<file path="src/design/oga_pkg.sv">
// oga_pkg: shared types and constants for the overlap group assigner.
// No dependencies.
`timescale 1ns / 1ps
`default_nettype none

package oga_pkg;

  localparam int IN_COORD_W = 16;
  localparam int GIDX_W     = 6;
  localparam int AREA_W     = 32;

  localparam logic [AREA_W-1:0] AREA_MAX = '1;

  typedef enum logic [1:0] {
    ST_IDLE,
    ST_SCAN,
    ST_DRAIN,
    ST_DECIDE
  } oga_state_t;

endpackage

`default_nettype wire

</file>
<file path="src/design/overlap_group_assigner.sv">
// After the accepting edge the block scans the table, drains the area pipeline and decides,
// then registers out_valid; one stored group is read per cycle from the memory port.
// No rectangle is taken while one is in flight; start is taken again in the out_valid cycle.
// Results are a one-cycle strobe; the receiver cannot stall.
// Reset (rst_n low, synchronous) empties the group table; memory contents stay undefined.
`timescale 1ns / 1ps
`default_nettype none

module overlap_group_assigner #(
  parameter int MAX_GROUPS = 64,
  parameter int COORD_BITS = 16
) (
  input  wire logic                                 clk,
  input  wire logic                                 rst_n,
  input  wire logic                                 start,
  output logic                                      busy,
  input  wire logic                                 in_clear_groups,
  input  wire logic [oga_pkg::IN_COORD_W-1:0]       in_rect_left,
  input  wire logic [oga_pkg::IN_COORD_W-1:0]       in_rect_top,
  input  wire logic [oga_pkg::IN_COORD_W-1:0]       in_rect_width,
  input  wire logic [oga_pkg::IN_COORD_W-1:0]       in_rect_height,
  output logic                                      out_valid,
  output logic [oga_pkg::GIDX_W-1:0]                out_group_index,
  output logic                                      out_new_group,
  output logic                                      out_table_full,
  output logic [oga_pkg::AREA_W-1:0]                out_overlap_area
);

  import oga_pkg::*;

  localparam int CW    = COORD_BITS;
  localparam int IDX_W = (MAX_GROUPS > 1) ? $clog2(MAX_GROUPS) : 1;
  localparam int CNT_W = $clog2(MAX_GROUPS + 1);

  logic [4*CW-1:0]  in_rect, rect_r, rd_data;
  logic             rd_en, wr_en, rd_vld, pipe_busy, area_vld;
  logic [IDX_W-1:0] rd_addr, wr_addr, rd_idx, area_idx;
  logic [2*CW-1:0]  area;

  assign in_rect = {CW'(in_rect_left), CW'(in_rect_top),
                    CW'(in_rect_width), CW'(in_rect_height)};

  oga_store #(
    .DEPTH (MAX_GROUPS),
    .WIDTH (4*CW),
    .IDX_W (IDX_W)
  ) u_store (
    .clk       (clk),
    .rst_n     (rst_n),
    .wr_en     (wr_en),
    .wr_addr   (wr_addr),
    .wr_data   (rect_r),
    .rd_en     (rd_en),
    .rd_addr   (rd_addr),
    .rd_vld_r  (rd_vld),
    .rd_idx_r  (rd_idx),
    .rd_data_r (rd_data)
  );

  oga_area #(
    .CW    (CW),
    .IDX_W (IDX_W)
  ) u_area (
    .clk        (clk),
    .rst_n      (rst_n),
    .new_rect   (rect_r),
    .grp_rect   (rd_data),
    .in_vld     (rd_vld),
    .in_idx     (rd_idx),
    .pipe_busy  (pipe_busy),
    .area_vld_r (area_vld),
    .area_idx_r (area_idx),
    .area_r     (area)
  );

  oga_ctrl #(
    .MAX_GROUPS (MAX_GROUPS),
    .CW         (CW),
    .IDX_W      (IDX_W),
    .CNT_W      (CNT_W)
  ) u_ctrl (
    .clk                (clk),
    .rst_n              (rst_n),
    .start              (start),
    .in_clear           (in_clear_groups),
    .in_rect            (in_rect),
    .busy               (busy),
    .rect_r             (rect_r),
    .rd_en              (rd_en),
    .rd_addr            (rd_addr),
    .wr_en              (wr_en),
    .wr_addr            (wr_addr),
    .pipe_busy          (pipe_busy),
    .area_vld           (area_vld),
    .area_idx           (area_idx),
    .area               (area),
    .out_valid_r        (out_valid),
    .out_group_index_r  (out_group_index),
    .out_new_group_r    (out_new_group),
    .out_table_full_r   (out_table_full),
    .out_overlap_area_r (out_overlap_area)
  );

  a_accept_busy: assert property (@(posedge clk) disable iff (!rst_n)
    (start && !busy) |=> busy)
    else $error("accepted beat did not raise busy");

  a_full_clean: assert property (@(posedge clk) disable iff (!rst_n)
    (out_valid && out_table_full) |->
      (!out_new_group && out_group_index == '0 && out_overlap_area == '0))
    else $error("dropped rectangle with non-zero result fields");

  a_new_no_area: assert property (@(posedge clk) disable iff (!rst_n)
    (out_valid && out_new_group) |-> (out_overlap_area == '0))
    else $error("new group reported an overlap");

  a_no_write_busy: assert property (@(posedge clk) disable iff (!rst_n)
    wr_en |-> !rd_en && !pipe_busy)
    else $error("table written while a scan is in flight");

endmodule

`default_nettype wire

</file>
<file path="src/design/oga_store.sv">
// oga_store: group representative memory, one write and one registered read port.
// Read beats carry a valid flag and their index alongside the data.
`timescale 1ns / 1ps
`default_nettype none

module oga_store #(
  parameter int DEPTH  = 64,
  parameter int WIDTH  = 64,
  parameter int IDX_W  = 6
) (
  input  wire logic             clk,
  input  wire logic             rst_n,
  input  wire logic             wr_en,
  input  wire logic [IDX_W-1:0] wr_addr,
  input  wire logic [WIDTH-1:0] wr_data,
  input  wire logic             rd_en,
  input  wire logic [IDX_W-1:0] rd_addr,
  output logic                  rd_vld_r,
  output logic [IDX_W-1:0]      rd_idx_r,
  output logic [WIDTH-1:0]      rd_data_r
);

  logic [WIDTH-1:0] mem [DEPTH];

  always_ff @(posedge clk) begin
    if (wr_en) begin
      mem[wr_addr] <= wr_data;
    end
  end

  always_ff @(posedge clk) begin
    rd_data_r <= mem[rd_addr];
    rd_idx_r  <= rd_addr;
  end

  always_ff @(posedge clk) begin
    if (!rst_n) begin
      rd_vld_r <= 1'b0;
    end else begin
      rd_vld_r <= rd_en;
    end
  end

endmodule

`default_nettype wire

</file>
<file path="src/design/oga_area.sv">
// oga_area: shared overlap unit, two stages (axis overlaps, then product).
// Fed one stored rectangle per beat from oga_store; depends on nothing else.
`timescale 1ns / 1ps
`default_nettype none

module oga_area #(
  parameter int CW    = 16,
  parameter int IDX_W = 6
) (
  input  wire logic              clk,
  input  wire logic              rst_n,
  input  wire logic [4*CW-1:0]   new_rect,
  input  wire logic [4*CW-1:0]   grp_rect,
  input  wire logic              in_vld,
  input  wire logic [IDX_W-1:0]  in_idx,
  output logic                   pipe_busy,
  output logic                   area_vld_r,
  output logic [IDX_W-1:0]       area_idx_r,
  output logic [2*CW-1:0]        area_r
);

  logic [CW-1:0] ow_nxt, oh_nxt, ow_r, oh_r;
  logic          s1_vld_r;
  logic [IDX_W-1:0] s1_idx_r;

  function automatic logic [CW-1:0] axis_ov(input logic [CW-1:0] a0, input logic [CW-1:0] al,
                                            input logic [CW-1:0] b0, input logic [CW-1:0] bl);
    logic [CW:0] a1, b1, lo, hi, d;
    a1 = {1'b0, a0} + {1'b0, al};
    b1 = {1'b0, b0} + {1'b0, bl};
    lo = (a0 > b0) ? {1'b0, a0} : {1'b0, b0};
    hi = (a1 < b1) ? a1 : b1;
    d  = hi - lo;
    return (hi > lo) ? d[CW-1:0] : '0;
  endfunction

  // packing: {left, top, width, height}
  always_comb begin
    ow_nxt = axis_ov(grp_rect[4*CW-1:3*CW], grp_rect[2*CW-1:CW],
                     new_rect[4*CW-1:3*CW], new_rect[2*CW-1:CW]);
    oh_nxt = axis_ov(grp_rect[3*CW-1:2*CW], grp_rect[CW-1:0],
                     new_rect[3*CW-1:2*CW], new_rect[CW-1:0]);
  end

  always_ff @(posedge clk) begin
    ow_r       <= ow_nxt;
    oh_r       <= oh_nxt;
    s1_idx_r   <= in_idx;
    area_r     <= (2*CW)'(ow_r) * (2*CW)'(oh_r);
    area_idx_r <= s1_idx_r;
  end

  always_ff @(posedge clk) begin
    if (!rst_n) begin
      s1_vld_r   <= 1'b0;
      area_vld_r <= 1'b0;
    end else begin
      s1_vld_r   <= in_vld;
      area_vld_r <= s1_vld_r;
    end
  end

  assign pipe_busy = in_vld | s1_vld_r | area_vld_r;

endmodule

`default_nettype wire

</file>
<file path="src/design/oga_ctrl.sv">
// oga_ctrl: sequencer, group count, best-match tracking and result register.
// Uses oga_pkg; drives oga_store and consumes beats from oga_area.
`timescale 1ns / 1ps
`default_nettype none

module oga_ctrl #(
  parameter int MAX_GROUPS = 64,
  parameter int CW         = 16,
  parameter int IDX_W      = 6,
  parameter int CNT_W      = 7
) (
  input  wire logic                       clk,
  input  wire logic                       rst_n,
  input  wire logic                       start,
  input  wire logic                       in_clear,
  input  wire logic [4*CW-1:0]            in_rect,
  output logic                            busy,
  output logic [4*CW-1:0]                 rect_r,
  output logic                            rd_en,
  output logic [IDX_W-1:0]                rd_addr,
  output logic                            wr_en,
  output logic [IDX_W-1:0]                wr_addr,
  input  wire logic                       pipe_busy,
  input  wire logic                       area_vld,
  input  wire logic [IDX_W-1:0]           area_idx,
  input  wire logic [2*CW-1:0]            area,
  output logic                            out_valid_r,
  output logic [oga_pkg::GIDX_W-1:0]      out_group_index_r,
  output logic                            out_new_group_r,
  output logic                            out_table_full_r,
  output logic [oga_pkg::AREA_W-1:0]      out_overlap_area_r
);

  import oga_pkg::*;

  oga_state_t       state_r, state_nxt;
  logic [CNT_W-1:0] count_r, count_nxt;
  logic [IDX_W-1:0] scan_r, scan_nxt;
  logic [2*CW-1:0]  best_area_r, best_area_nxt;
  logic [IDX_W-1:0] best_idx_r, best_idx_nxt;
  logic             accept, found, has_room, last_issue, sat;

  assign accept     = start && (state_r == ST_IDLE);
  assign busy       = (state_r != ST_IDLE);
  assign found      = (best_area_r != '0);
  assign has_room   = (count_r < CNT_W'(MAX_GROUPS));
  assign last_issue = ((CNT_W'(scan_r) + CNT_W'(1)) == count_r);
  assign sat        = (64'(best_area_r) > 64'(AREA_MAX));

  always_comb begin
    state_nxt     = state_r;
    count_nxt     = count_r;
    scan_nxt      = scan_r;
    best_area_nxt = best_area_r;
    best_idx_nxt  = best_idx_r;
    rd_en         = 1'b0;
    rd_addr       = scan_r;
    wr_en         = 1'b0;
    wr_addr       = found ? best_idx_r : count_r[IDX_W-1:0];

    if (area_vld && (area > best_area_r)) begin
      best_area_nxt = area;
      best_idx_nxt  = area_idx;
    end

    unique case (state_r)
      ST_IDLE: begin
        if (accept) begin
          if (in_clear) begin
            count_nxt = '0;
          end
          scan_nxt      = '0;
          best_area_nxt = '0;
          best_idx_nxt  = '0;
          state_nxt     = ST_SCAN;
        end
      end
      ST_SCAN: begin
        if (count_r == '0) begin
          state_nxt = ST_DRAIN;
        end else begin
          rd_en = 1'b1;
          if (last_issue) begin
            state_nxt = ST_DRAIN;
          end else begin
            scan_nxt = scan_r + IDX_W'(1);
          end
        end
      end
      ST_DRAIN: begin
        if (!pipe_busy) begin
          state_nxt = ST_DECIDE;
        end
      end
      ST_DECIDE: begin
        wr_en = found || has_room;
        if (!found && has_room) begin
          count_nxt = count_r + CNT_W'(1);
        end
        state_nxt = ST_IDLE;
      end
      default: state_nxt = ST_IDLE;
    endcase
  end

  always_ff @(posedge clk) begin
    if (!rst_n) begin
      state_r     <= ST_IDLE;
      count_r     <= '0;
      out_valid_r <= 1'b0;
    end else begin
      state_r     <= state_nxt;
      count_r     <= count_nxt;
      out_valid_r <= (state_r == ST_DECIDE);
    end
  end

  always_ff @(posedge clk) begin
    scan_r      <= scan_nxt;
    best_area_r <= best_area_nxt;
    best_idx_r  <= best_idx_nxt;
    if (accept) begin
      rect_r <= in_rect;
    end
    if (state_r == ST_DECIDE) begin
      out_new_group_r  <= !found && has_room;
      out_table_full_r <= !found && !has_room;
      if (found) begin
        out_group_index_r  <= GIDX_W'(best_idx_r);
        out_overlap_area_r <= sat ? AREA_MAX : AREA_W'(best_area_r);
      end else begin
        out_group_index_r  <= has_room ? GIDX_W'(count_r) : '0;
        out_overlap_area_r <= '0;
      end
    end
  end

endmodule

`default_nettype wire

</file>
<file path="config.mk">
export PLATFORM = sky130hd
export DESIGN_NAME = overlap_group_assigner
export DESIGN_NICKNAME = d
export VERILOG_FILES = /design/src/design/oga_pkg.sv /design/src/design/overlap_group_assigner.sv /design/src/design/oga_store.sv /design/src/design/oga_area.sv /design/src/design/oga_ctrl.sv
export SDC_FILE = /design/constraint.sdc
export NUM_CORES = 2
export LEC_CHECK = 0
export ABC_AREA = 0
export BUFFER_PORTS_ARGS = -buffer_cell sky130_fd_sc_hd__buf_2
export CAP_MARGIN = 20
export CORE_UTILIZATION = 55
export DETAILED_ROUTE_END_ITERATION = 8
export GPL_TIMING_DRIVEN = 0
export MAX_ROUTING_LAYER = met4
export PLACE_DENSITY_LB_ADDON = 0.05
export SYNTH_ARGS = -nofsm -noshare
export SYNTH_HDL_FRONTEND = slang
export SYNTH_HIERARCHICAL = 1
export SYNTH_SLANG_ARGS = --single-unit
export TNS_END_PERCENT = 10
</file>
<file path="constraint.sdc">
create_clock -name clk -period 10 [get_ports clk]
set_input_delay 1 -clock clk [delete_from_list [all_inputs] [get_ports clk]]
set_output_delay 1 -clock clk [all_outputs]
set_load 0.02 [all_outputs]
</file>
-- Word level (Yosys, flattened, before mapping)
Memory sizes are Yosys's and may differ from the RTL's. A register that Yosys moved wholly into a read port is not among the register bits.
Cells that the tools add are included.
- bits in latches: 0
- input bits: 68
- RAM bits: 4096
- memories: 1
- output and inout port bits: 42
- bits in read-only memories: 0
- register bits: 243
- word-level logic and storage cells: 99
- memory list (memory ; words ; bits a word ; rd ports ; clocked after Yosys merged registers in ; wr ports ; line ; RTL):
    u_store.mem ; 64 ; 64 ; 1 ; 1 ; 1 ; oga_store.sv:23 ; logic [WIDTH-1:0] mem [DEPTH];
- magnitude comparators: 8
- shift operators: 0
- divide/modulo/power cells: 0
- multiply operators: 1
- equality and inequality tests: 11
- reductions and logical operators: 17
- bitwise logic cells: 2
- muxes and demuxes: 30
- $add $sub $neg: 9
- operators with widths (cell ; number):
    32-bit 2-to-1 mux ; 3
    16-bit by 16-bit adder with 17-bit output ; 4
    6-bit 2-to-1 mux ; 9
    17-bit by 16-bit > comparator with 1-bit output ; 2
    17-bit less-than comparator ; 2
    17-bit 2-to-1 mux ; 2
    16-bit > comparator ; 2
    32-bit > comparator ; 1
    16-bit by 16-bit multiplier with 32-bit output ; 1
    16-bit 2-to-1 mux ; 2
    32-bit nonzero test ; 1
    16-bit subtractor ; 2
    7-bit 2-to-1 mux ; 3
    7-bit one-hot mux with 2 select lines ; 1
    6-bit one-hot mux with 2 select lines ; 1
    2-bit 2-to-1 mux ; 4
    2-bit inequality test (second input constant) ; 4
    2-bit one-hot mux with 4 select lines ; 1
    4-bit AND reduction ; 2
    6-bit by 1-bit adder with 7-bit output (second input constant) ; 1
    7-bit by 1-bit adder with 7-bit output (second input constant) ; 1
    7-bit == test ; 1
    7-bit zero test ; 1
    7-bit less-than comparator (second input constant) ; 1
    other kinds (14) ; 26

-- Depth between registers and ports, before layout
- depth after elaboration: 5
- mapped depth: 27
- depth with buffers taken out: 26

-- Modules after synthesis
Netlist, hierarchy kept.
- by module, submodules not included (module ; cells an instance ; times used ; area an instance (um^2) ; seq. area each (um^2)):
    oga_store ; 6795 ; 1 ; 156835.4 ; 124419.3
    oga_area ; 1999 ; 1 ; 17086.4 ; 1561.5
    oga_ctrl ; 558 ; 1 ; 6907.9 ; 4264.1

-- Worst setup path before layout
OpenSTA, ideal clock, no wires.
- path kind: register to register
- start: reg u_ctrl.state_r[0]
- end: mem u_store.mem[49][0] (enable)
- buffers on the path: 0
- arrival time: 6.690 ns
- cell stages (with the launch flop): 6
- data required time: 9.436 ns
- clock period less this slack: 7.254 ns
- setup slack: 2.746 ns
- setup time: 0.564 ns
- cell sequence: dfxtp_1 ha_1 inv_1 nor2_1 nand4_1 nor3_1
- longest elaborated chain between the ends: 4
- ends and longest elaborated chain (element ; line ; RTL):
    from (decl) ; oga_ctrl.sv:36 ; oga_state_t state_r, state_nxt;
    from (signal assigned) ; oga_ctrl.sv:112 ; state_r <= state_nxt;
    2-bit == test ; oga_ctrl.sv:66 ; unique case (state_r)
    1-bit 2-to-1 mux ; oga_ctrl.sv:66 ;
    via wr_en ; overlap_group_assigner.sv:36 ; logic rd_en, wr_en, rd_vld, pipe_busy, area_vld;
    1-bit 2-to-1 mux ; oga_store.sv:26 ; if (wr_en) begin
    1-bit 2-to-1 mux (not written as such) ; oga_store.sv:27 ; mem[wr_addr] <= wr_data;
    to (decl) ; oga_store.sv:23 ;
The timed path passes the listed nets, and every way through them passes these cells.

-- Worst setup path in the final report
- start: reg u_ctrl.rect_r[2]
- end: reg u_area.oh_r[4]
- longest elaborated chain between the ends: 4
- elaborated cells on any way between the ends: 5
- those cells by class: 2 x add/sub; 2 x order compare; 1 x mux
- ends and longest elaborated chain (element ; line ; RTL):
    from (decl) ; oga_ctrl.sv:18 ; output logic [4*CW-1:0] rect_r,
    from (signal assigned) ; oga_ctrl.sv:123 ; rect_r <= in_rect;
    16-bit by 16-bit adder with 17-bit output (*) ; oga_area.sv:30 ; b1 = {1'b0, b0} + {1'b0, bl};
    17-bit less-than comparator ; oga_area.sv:32 ; hi = (a1 < b1) ? a1 : b1;
    17-bit 2-to-1 mux (*) ; oga_area.sv:32 ;
    16-bit subtractor / 17-bit by 16-bit > comparator with 1-bit output (equally long branches) ; oga_area.sv:33, oga_area.sv:34 ;
    to (signal assigned) ; oga_area.sv:47 ; oh_r <= oh_nxt;
    to (decl) ; oga_area.sv:22 ; logic [CW-1:0] ow_nxt, oh_nxt, ow_r, oh_r;
Every way passes the cells marked *; elsewhere a longest branch is shown, timed or not.
A chain may end at the register's enable or synchronous reset.

==> metrics <==
Starting DRT DRC Count=around 12000; worst r2r path cells=26; outcome=finished, violations left; num rows=210; post-DP HPWL=between 300000 and 400000 um; max-cap violations=0; failing checks=DRC; cell depth of the worst min-delay path=1; worst min-delay path class=primary input to flip-flop; met2 Track Usage GR=0.515; Post-synth EDFFs=4206; FFs w/ async S/R, synth=0; Final Instance Area=between 200000 and 250000 um^2; Mapped Area=181000 um^2; CP Max Fanout=29; power after layout=71.2 mW; # fillers=between 20000 and 25000; I/O pin total=110; CTS H-tree lvls=5; placed instance count=approximately 14000; number of global-route vias before repair=~97000; placed cell area=around 200000 um^2; critical path arrival=between 9 and 10 ns; Worst-Margin Slew=around 1.3 ns; pre-CTS WS=between 1.5 and 2 ns; met3 GRT Util=0.0639; final setup vio count=0; die width=~580 um; M1 GR Usage=0.460; final critical-path share of the clock period=0.821; critical path's largest stage delay=0.86 ns; antenna violations before repair=between 40 and 50; CP max stage cell=edfxtp_1; Num Clock Sinks=around 4400; drt wl/cell=around 36 um; die height=575 um; CP Data Required Time=approximately 11 ns; Crit. End Element=flip-flop; fin. max-slew vios=0; largest net degree at the start of global routing=45; WL final=about 540000 um; PortBufs=roughly 110; Clk Latency, worst-skew pair=about 0.99 ns; antenna viol nets, final=0; non-filler cells, final=15000; Mapped Avg Cell Area=a little under 20 um^2; VDD IR max=around 480 uV; DRC violations left=5; Peak Freq=between 100 and 150 MHz; CTS tree=yes; Hold Fails Final Rpt=0; CP Buf/Inv Count=4; busiest grt layer=met2; final core utilization=0.641; most used cell, CP=ha_1; FF+latch count, synth=about 4400; min Tclk post-route=between 8 and 9 ns; area growth from synthesis to layout=16.0%; full die area=331000 um^2; first-pass GRT wire length=747000 um; Yosys warnings=6; leak pwr=roughly 70 nW; critical path's top delay family=compound AO/OA/AOI/OAI gates; Slew HR=0.122; Syn Nets=9923; Most used DFF post-synth=edfxtp_1; Critical Path Start Type=flip-flop; Mapped Cells=9352; post-CTS resize count=0; Tot GR Track Use=0.336; CTS Buf Count=~450; skew final=around 0.045 ns; Reg clk slew, reported paths=approximately 0.060 ns; post-CTS setup buffer count=0; Via density=~6.5; CP Class=flip-flop to flip-flop; grt total ovfl=0; Final nets=10900; Root Driver=clkbuf_16; detailed-route via count=about 98000; layout cells sized above 1=0.241; Core ar.=roughly 330000 um^2; Placer Congestion=about 0.94; CTS max path bufs=4; Distinct cells, synth=93; final hold slack=between 0.15 and 0.2 ns; RSZ-0062 raised after global routing=no; final worst slack=roughly 1.8 ns; sequential fraction of the synthesis area=0.720; drt pass-1 iters=9; Fin Setup TNS=0 ns; Post-CTS Hold Buffers=0; Levels on crit path=26; pwr/cell area=roughly 340 nW/um^2; Initial Util=0.553
## state kept, by name, indices dropped and copies added, names as in the netlist, 2 cells and up
name and flops:
u_area/area_idx_r 6, u_area/area_r 32, u_area/oh_r 16, u_area/ow_r 16, u_area/s1_idx_r 6, u_ctrl/best_area_r 32
u_ctrl/best_idx_r 6, u_ctrl/count_r 7, u_ctrl/out_group_index_r 6, u_ctrl/out_overlap_area_r 32, u_ctrl/rd_addr 6, u_ctrl/rect_r 64
u_ctrl/state_r 2, u_store/mem 4096, u_store/rd_data_r 64, u_store/rd_idx_r 6
## report_power, final
part	leakage [nW]	switching [mW]	internal, mW
Sequential	39.5	0.788	21.6
Clock	6.94	7.02	9.34
Combinational	23.1	20.3	12.1
## Yosys cell counts (96+ instances only)
cell type,number,share of area
a21oi_1,144,0.0040
a22oi_1,130,0.0054
and2_1,138,0.0048
buf_2,164,0.0045
clkbuf_1,239,0.0050
dfxtp_1,197,0.022
edfxtp_1,4206,0.70
fa_1,200,0.022
ha_1,303,0.021
inv_1,377,0.0078
mux2i_1,184,0.010
mux4_2,1024,0.13
nand2_1,408,0.0085
nand3_1,235,0.0065
nand4_1,108,0.0037
nor2_1,192,0.0040
o21ai_0,96,0.0027
## layout make-up
class | count | area, um^2 | share of cell area
Sequential cell | 4403 | 130000 | 0.621
Multi-Input combinational cell | 4081 | 47300 | 0.225
Clock buffer | 542 | 11700 | 0.0559
Timing Repair Buffer | 481 | 8740 | 0.0417
Tap cell | 4346 | 5440 | 0.0259
Clock inverter | 269 | 2490 | 0.0119
Buffer | 491 | 2410 | 0.0115
Inverter | 377 | 1420 | 0.00674
Antenna cell | 43 | 108 | 0.000513
## placed cells by master (no fill, tap or decap), drive strengths merged, types with 20 or more instances in the layout
cell type,instances
a41oi,32
mux4,1024
nor2,202
dfxtp,197
inv,390
a2bb2oi,20
fa,200
and3,33
a31oi,32
o21a,34
ha,303
nand4,111
a211oi,42
or3,39
diode,43
a22oi,130
mux2i,184
nor2b,49
clkbuf,781
o22ai,85
xor2,57
o21ai,172
clkinv,198
buf,733
and2,140
bufinv,40
o221ai,41
nand2,408
a21oi,165
nand3,235
edfxtp,4206
xnor2,50
a21o,50
or2,35
nand2b,34
## metal layers
layer | up-vias | wire, um
met5 | - | 0
li1 | 39700 | -
met4 | 0 | 19800
met1 | 52400 | 211000
met2 | 5067 | 254000
met3 | 856 | 51400
## kinds of logic after synthesis
family / count (synthesis) / share of synthesized area
buffers and inverters: 868 / 0.0211
XOR/XNOR: 109 / 0.00543
multiplexers: 1218 / 0.138
flip-flops: 4403 / 0.720
AO/OA/AOI/OAI: 913 / 0.0351
AND/OR/NAND/NOR: 1338 / 0.0367
adder cells (fa/ha/maj): 503 / 0.0431
## worst paths after layout
kind                           start                    to  slack [ns]
setup / recovery    u_ctrl/rect_r[2]        u_area/oh_r[4]        1.79
hold / removal        in_rect_top[4]     u_ctrl/rect_r[36]        0.19
setup reg to reg    u_ctrl/rect_r[2]        u_area/oh_r[4]        1.79
hold reg to reg   u_area/s1_idx_r[0]  u_area/area_idx_r[0]        0.30
Power figures use the tool's default switching activity.
